## config.mk

```make
export PLATFORM = sky130hd
export DESIGN_NAME = nnt_seq
export DESIGN_NICKNAME = d
export VERILOG_FILES = /design/src/nnt_pkg.sv /design/src/nnt_seq.sv
export SDC_FILE = /design/constraint.sdc
export NUM_CORES = 1
export LEC_CHECK = 0
export ABC_AREA = 1
export ABC_CLOCK_PERIOD_IN_PS = 8900
export BUFFER_PORTS_ARGS = -buffer_cell sky130_fd_sc_hd__buf_2
export CAP_MARGIN = 20
export CORE_MARGIN = 5
export CORE_UTILIZATION = 50
export CTS_CLUSTER_SIZE = 10
export DETAILED_ROUTE_END_ITERATION = 16
export PLACE_DENSITY = 0.68
export SKIP_LAST_GASP = 1
export SYNTH_ARGS = -nofsm -noshare
export SYNTH_HDL_FRONTEND = slang
export SYNTH_SLANG_ARGS = --single-unit
```

## constraint.sdc

```tcl
create_clock -name clk_i -period 8.9 [get_ports clk_i]
set_input_delay 0.89 -clock clk_i [delete_from_list [all_inputs] [get_ports clk_i]]
set_output_delay 0.89 -clock clk_i [all_outputs]
set_load 0.01 [all_outputs]
```

## src/nnt_pkg.sv

```systemverilog
package nnt_pkg;

  localparam int MAX_CITIES  = 64;
  localparam int DIST_BITS   = 32;
  localparam int CITY_W      = $clog2(MAX_CITIES);
  localparam int CNT_W       = $clog2(MAX_CITIES + 1);
  localparam int STORE_DEPTH = (MAX_CITIES * (MAX_CITIES - 1)) / 2;
  localparam int ADDR_W      = $clog2(STORE_DEPTH);
  localparam int LEN_W       = 38;
  localparam int ACC_W       = 39;

  localparam logic ActionLoad  = 1'b0;
  localparam logic ActionStart = 1'b1;

  typedef struct packed {
    logic        action;
    logic [5:0]  row_city;
    logic [5:0]  col_city;
    logic [31:0] dist_value;
  } in_beat_t;

  typedef struct packed {
    logic [5:0]  city;
    logic [37:0] tour_length;
    logic        last;
  } out_beat_t;

  typedef struct packed {
    logic              en;
    logic [ADDR_W-1:0] addr;
  } rd_req_t;

  // Triangular index of an unordered pair of different cities.
  function automatic logic [ADDR_W-1:0] pair_addr(input logic [CITY_W-1:0] a,
                                                  input logic [CITY_W-1:0] b);
    logic [CITY_W-1:0]   hi;
    logic [CITY_W-1:0]   lo;
    logic [2*CITY_W-1:0] prod;
    hi   = (a > b) ? a : b;
    lo   = (a > b) ? b : a;
    prod = (2*CITY_W)'(hi) * (2*CITY_W)'(hi - 1'b1);
    return ADDR_W'(prod >> 1) + ADDR_W'(lo);
  endfunction

endpackage

```

## src/nnt_seq.sv

```systemverilog
module nnt_seq
  import nnt_pkg::*;
(
  input  logic                 clk_i,
  input  logic                 rst_ni,
  input  logic                 start_i,
  input  logic [CNT_W-1:0]     n_i,
  input  logic [DIST_BITS-1:0] rd_data_i,
  input  logic                 out_free_i,
  output rd_req_t              rd_req_o,
  output logic                 emit_o,
  output out_beat_t            beat_o,
  output logic                 busy_o
);

  typedef enum logic [6:0] {
    S_IDLE      = 7'b0000001,
    S_EMIT      = 7'b0000010,
    S_SCAN      = 7'b0000100,
    S_DRAIN     = 7'b0001000,
    S_STEP      = 7'b0010000,
    S_CLOSE     = 7'b0100000,
    S_CLOSE_ADD = 7'b1000000
  } state_e;

  state_e                state_q, state_d;
  logic [CNT_W-1:0]      n_q, n_d;
  logic [CITY_W-1:0]     j_q, j_d;
  logic                  pv_q, pv_d;
  logic [CITY_W-1:0]     pj_q, pj_d;
  logic                  found_q, found_d;
  logic [DIST_BITS-1:0]  best_q, best_d;
  logic [CITY_W-1:0]     next_q, next_d;
  logic [MAX_CITIES-1:0] visited_q, visited_d;
  logic [CITY_W-1:0]     cur_q, cur_d;
  logic [ACC_W-1:0]      acc_q, acc_d;
  logic [CNT_W-1:0]      pos_q, pos_d;
  logic                  done_q, done_d;
  out_beat_t             beat_q, beat_d;

  // The one adder: it takes the chosen edge or the closing edge.
  logic [DIST_BITS-1:0]  addend;
  logic [ACC_W-1:0]      acc_sum;

  assign addend  = state_q == S_CLOSE_ADD ? rd_data_i : best_q;
  assign acc_sum = acc_q + ACC_W'(addend);

  always_comb begin
    state_d   = state_q;
    n_d       = n_q;
    j_d       = j_q;
    pv_d      = 1'b0;
    pj_d      = pj_q;
    found_d   = found_q;
    best_d    = best_q;
    next_d    = next_q;
    visited_d = visited_q;
    cur_d     = cur_q;
    acc_d     = acc_q;
    pos_d     = pos_q;
    done_d    = done_q;
    beat_d    = beat_q;
    rd_req_o  = '{en: 1'b0, addr: pair_addr(cur_q, j_q)};
    emit_o    = 1'b0;

    // Compare stage, in the cycle after the read; strict compare keeps the lowest index on a tie.
    if (pv_q && (!found_q || rd_data_i < best_q)) begin
      found_d = 1'b1;
      best_d  = rd_data_i;
      next_d  = pj_q;
    end

    unique case (state_q)
      S_IDLE: begin
        if (start_i && n_i != '0) begin
          n_d       = n_i;
          visited_d = MAX_CITIES'(1);
          cur_d     = '0;
          acc_d     = '0;
          pos_d     = CNT_W'(1);
          done_d    = n_i == CNT_W'(1);
          beat_d    = '{city: '0, tour_length: '0, last: n_i == CNT_W'(1)};
          state_d   = S_EMIT;
        end
      end
      S_EMIT: begin
        if (out_free_i) begin
          emit_o  = 1'b1;
          j_d     = '0;
          found_d = 1'b0;
          state_d = done_q ? S_IDLE : S_SCAN;
        end
      end
      S_SCAN: begin
        rd_req_o.en = 1'b1;
        pv_d        = !visited_q[j_q];
        pj_d        = j_q;
        j_d         = j_q + 1'b1;
        if ({1'b0, j_q} == n_q - 1'b1) begin
          state_d = S_DRAIN;
        end
      end
      S_DRAIN: begin
        state_d = S_STEP;
      end
      S_STEP: begin
        visited_d[next_q] = 1'b1;
        acc_d   = acc_sum;
        cur_d   = next_q;
        pos_d   = pos_q + 1'b1;
        beat_d  = '{city: next_q, tour_length: '0, last: 1'b0};
        done_d  = 1'b0;
        state_d = (pos_q + 1'b1 == n_q) ? S_CLOSE : S_EMIT;
      end
      S_CLOSE: begin
        rd_req_o = '{en: 1'b1, addr: pair_addr(cur_q, '0)};
        state_d  = S_CLOSE_ADD;
      end
      S_CLOSE_ADD: begin
        acc_d              = acc_sum;
        beat_d.tour_length = acc_sum[LEN_W-1:0];
        beat_d.last        = 1'b1;
        done_d             = 1'b1;
        state_d            = S_EMIT;
      end
      default: begin
        state_d = S_IDLE;
      end
    endcase
  end

  always_ff @(posedge clk_i or negedge rst_ni) begin
    if (!rst_ni) begin
      state_q   <= S_IDLE;
      n_q       <= '0;
      j_q       <= '0;
      pv_q      <= 1'b0;
      found_q   <= 1'b0;
      visited_q <= '0;
      cur_q     <= '0;
      acc_q     <= '0;
      pos_q     <= '0;
      done_q    <= 1'b0;
    end else begin
      state_q   <= state_d;
      n_q       <= n_d;
      j_q       <= j_d;
      pv_q      <= pv_d;
      found_q   <= found_d;
      visited_q <= visited_d;
      cur_q     <= cur_d;
      acc_q     <= acc_d;
      pos_q     <= pos_d;
      done_q    <= done_d;
    end
  end

  always_ff @(posedge clk_i) begin
    pj_q   <= pj_d;
    best_q <= best_d;
    next_q <= next_d;
    beat_q <= beat_d;
  end

  assign beat_o = beat_q;
  assign busy_o = state_q != S_IDLE;

endmodule

```

==> results by group <==
Routing
  – Vias per std cell: 5.33
  – Drt wl/cell: 16.6 µm
  – DRC: 0
  – Total via count in the routed design: 14500
  – Detailed-router iteration count before antenna repair: 7
  – Final wirelength: 45.4 mm
  – DRC violation total after the first TritonRoute iteration: 989
  – Number of nets still failing antenna checks after routing: 0

Worst setup path
  – Worst-path maximum fanout: 12
  – Critical Setup Path Class: reg2out
  – Most numerous cell on the critical path: nand2_1
  – Reg2reg setup slack: 4.60 ns
  – Kind of start point of the critical path: flop
  – Critical Path RT: 8.01 ns
  – Crit-path max cell delay: 0.54 ns
  – Endpoint arrival time on the critical path: 7.47 ns
  – Endpoint class of the critical path: primary output
  – Library cell contributing the largest single delay on the critical path: fa_1

Global routing
  – Total routing usage reported by global routing: 0.235
  – Number of antenna violations at the first check in global routing: 2
  – Residual overflow from global routing: 0
  – Via count of the first global-routing pass: 14400
  – Pin count of the biggest net entering global routing: 85
  – Global-route wire length before repair: 73.5 mm

Placed design
  – PortBufs: 101
  – Instance area at placement: 17900 µm²
  – Post-detail-place hpwl: 34.8 mm
  – Pre-CTS worst setup slack: 0.714 ns
  – Weighted congestion reported at the end of routability-driven placement: 0.965

CTS
  – Clock Tree Root: clkbuf_16
  – CTS tree: done
  – Count of hold-fix buffers inserted at cts: 0
  – Maximum number of buffers from clock root to sink: 3
  – Clock sinks: 227
  – H-tree depth: 1
  – Number of buffers created by CTS: 27
  – Clk slew on worst S/H paths: 0.06 ns
  – Clock latency on the worst-skew pair: 0.54 ns

STA
  – Maximum frequency from static timing analysis: 120 MHz
  – Worst slew slack as a fraction of its limit: 0.350
  – Fraction of the cycle the final worst path needs: 0.939
  – Final hold viol count: 0
  – Final-report max-slew violation count: 0
  – Transition time at the pin with the least slew margin: 0.968 ns
  – Count of endpoints failing setup in the final report: 0
  – Shortest clock period the worst path allows after layout: 8.36 ns
  – Post-route setup slack: 0.544 ns
  – Final worst hold slack: 0.328 ns
  – Max Clock Skew: 0.0163 ns

Flow run
  – Count of max-cap constraint violations: 0

Hold path
  – Type of the worst min-delay path: in2async

Finish
  – Sequential Area: 6140 µm²
  – Multi-input gate area: 9250 µm²
  – Number of filler cells placed in the layout: 3200
  – Area growth from synthesis to layout: 10.4%
  – Share of final-layout standard cells stronger than drive strength 1: 0.0974
  – Net count of the finished layout: 2505
  – Fin area: 18800 µm²

Floorplanning
  – Cell row count: 67
  – Die outline width: 195 µm
  – # IOs: 102
  – Core ar.: 33600 µm²
  – Die H: 195 µm
  – Total die area: 37900 µm²
  – Starting Density: 0.507

Yosys
  – Mean cell area of the mapped netlist: 7.87 µm²
  – Proportion of synthesized chip area in sequential cells: 0.360
  – Synthesis-stage register bit count: 227
  – Number of synthesized flops with an enable pin: 89
  – Unique masters post-synth: 60
  – Leading post-synthesis cells by cell area: dfrtp_1 20%, edfxtp_1 16%, ha_1 12%
  – Most used flip-flop cell after synthesis: dfrtp_1
  – Combined area of all synthesized cells: 17000 µm²
  – Most common cell in the synthesized netlist: nand2_1
  – Warnings, synthesis: 0
  – Dominant cell type by area after synthesis: dfrtp_1
  – Synth top cells by count: 468 x nand2_1, 371 x inv_1, 227 x nor2_1
  – Fraction of synthesized cell area taken by the top area cell type: 0.201
  – Share of flip-flops with an asynchronous set or reset: 0.608
  – Syn Inst Count: 2164

Outcome
  – Outcome: completed
path summary, 6_finish.rpt:
path                            cells past startpoint      endpoint  startpoint
worst min register to register                      0     next_q[4]     pj_q[4]
worst max register to register                     21    beat_o[37]  state_q[0]
max in group asynchronous                           3    state_q[0]      rst_ni
min in group clk_i                                  0     next_q[4]     pj_q[4]
worst min-delay path                                1      acc_q[2]      rst_ni
worst max-delay path                               39  rd_req_o[10]      j_q[4]
cell type report:
cell class	instances	share of cell area
Sequential cell	227	0.326
Timing Repair Buffer	118	0.0350
Clock inverter	2	0.000731
Antenna cell	2	0.000266
Inverter	380	0.0761
Tap cell	448	0.0298
Multi-Input combinational cell	1507	0.492
Clock buffer	46	0.0402
flip-flops by register name (all words and copies together), names as in the netlist, 7 cells and up:
name and cells:
visited_q 64, best_q 32, pos_q 7, n_q 7, beat_o 45, state_q 7
acc_q 38
kinds of logic after synthesis:
family | count (synthesis) | share of synthesized area
AO/OA/AOI/OAI | 378 | 0.129
XOR/XNOR | 37 | 0.0198
adder cells (fa/ha/maj) | 201 | 0.166
buffers and inverters | 434 | 0.103
flip-flops | 227 | 0.360
multiplexers | 1 | 0.000587
other | 2 | 0.000441
AND/OR/NAND/NOR | 884 | 0.221
what timing repair did:
item	in CTS	in global routing
buffers inserted	0	5
setup endpoints to repair	0	5
gates resized for setup	0	20
worst max-delay path, delay by kind of cell (launching register included):
family / cells / cell delay [ns]
AND/OR/NAND/NOR: 23 / 2.33
adder cells (fa/ha/maj): 8 / 3.36
XOR/XNOR: 1 / 0.18
flip-flops: 1 / 0.46
buffers and inverters: 7 / 0.61
metrics by stage:
stage / util / cells / TNS (ns)
3_3_place_gp: 0.532 / 2673 / 0
5_1_grt: 0.560 / 2730 / -0.0489
3_5_place_dp: 0.532 / 2673 / 0
6_report: 0.560 / 2730 / 0
4_1_cts: 0.555 / 2721 / 0
2_1_floorplan: - / 2167 / 0
placed cells by master, fill, tap and decap left out, types with 4 or more instances in the layout:
| master | count |
|---|---|
| nand2_1 | 467 |
| inv_1 | 367 |
| nor2_1 | 225 |
| o21ai_0 | 159 |
| ha_1 | 158 |
| dfrtp_1 | 130 |
| buf_2 | 100 |
| edfxtp_1 | 89 |
| a21oi_1 | 85 |
| nand3_1 | 79 |
| a22oi_1 | 62 |
| fa_1 | 42 |
| nand4_1 | 29 |
| clkbuf_16 | 27 |
| nor3_1 | 25 |
| o22ai_1 | 21 |
| xnor2_1 | 19 |
| clkbuf_1 | 18 |
| xor2_1 | 17 |
| buf_4 | 16 |
| nand2_2 | 10 |
| inv_2 | 10 |
| or2_2 | 9 |
| o211ai_1 | 9 |
| nor2_4 | 8 |
| nand3b_1 | 8 |
| o21bai_1 | 7 |
| a21o_1 | 7 |
| dfrtp_2 | 7 |
| nor2_2 | 6 |
| a31oi_1 | 5 |
| conb_1 | 5 |
| o21ai_2 | 4 |
| o21ai_1 | 4 |
routing by layer:
| layer | GRT usage | share of wire |
|---|---|---|
| met3 | 0.0300 | 0.045 |
| met1 | 0.315 | 0.44 |
| met4 | 0.0685 | 0.033 |
| met5 | 0 | 0 |
| met2 | 0.402 | 0.48 |
Power is not shown: default switching activity piles up to over one toggle a cycle in this logic, so the estimate is an artifact.
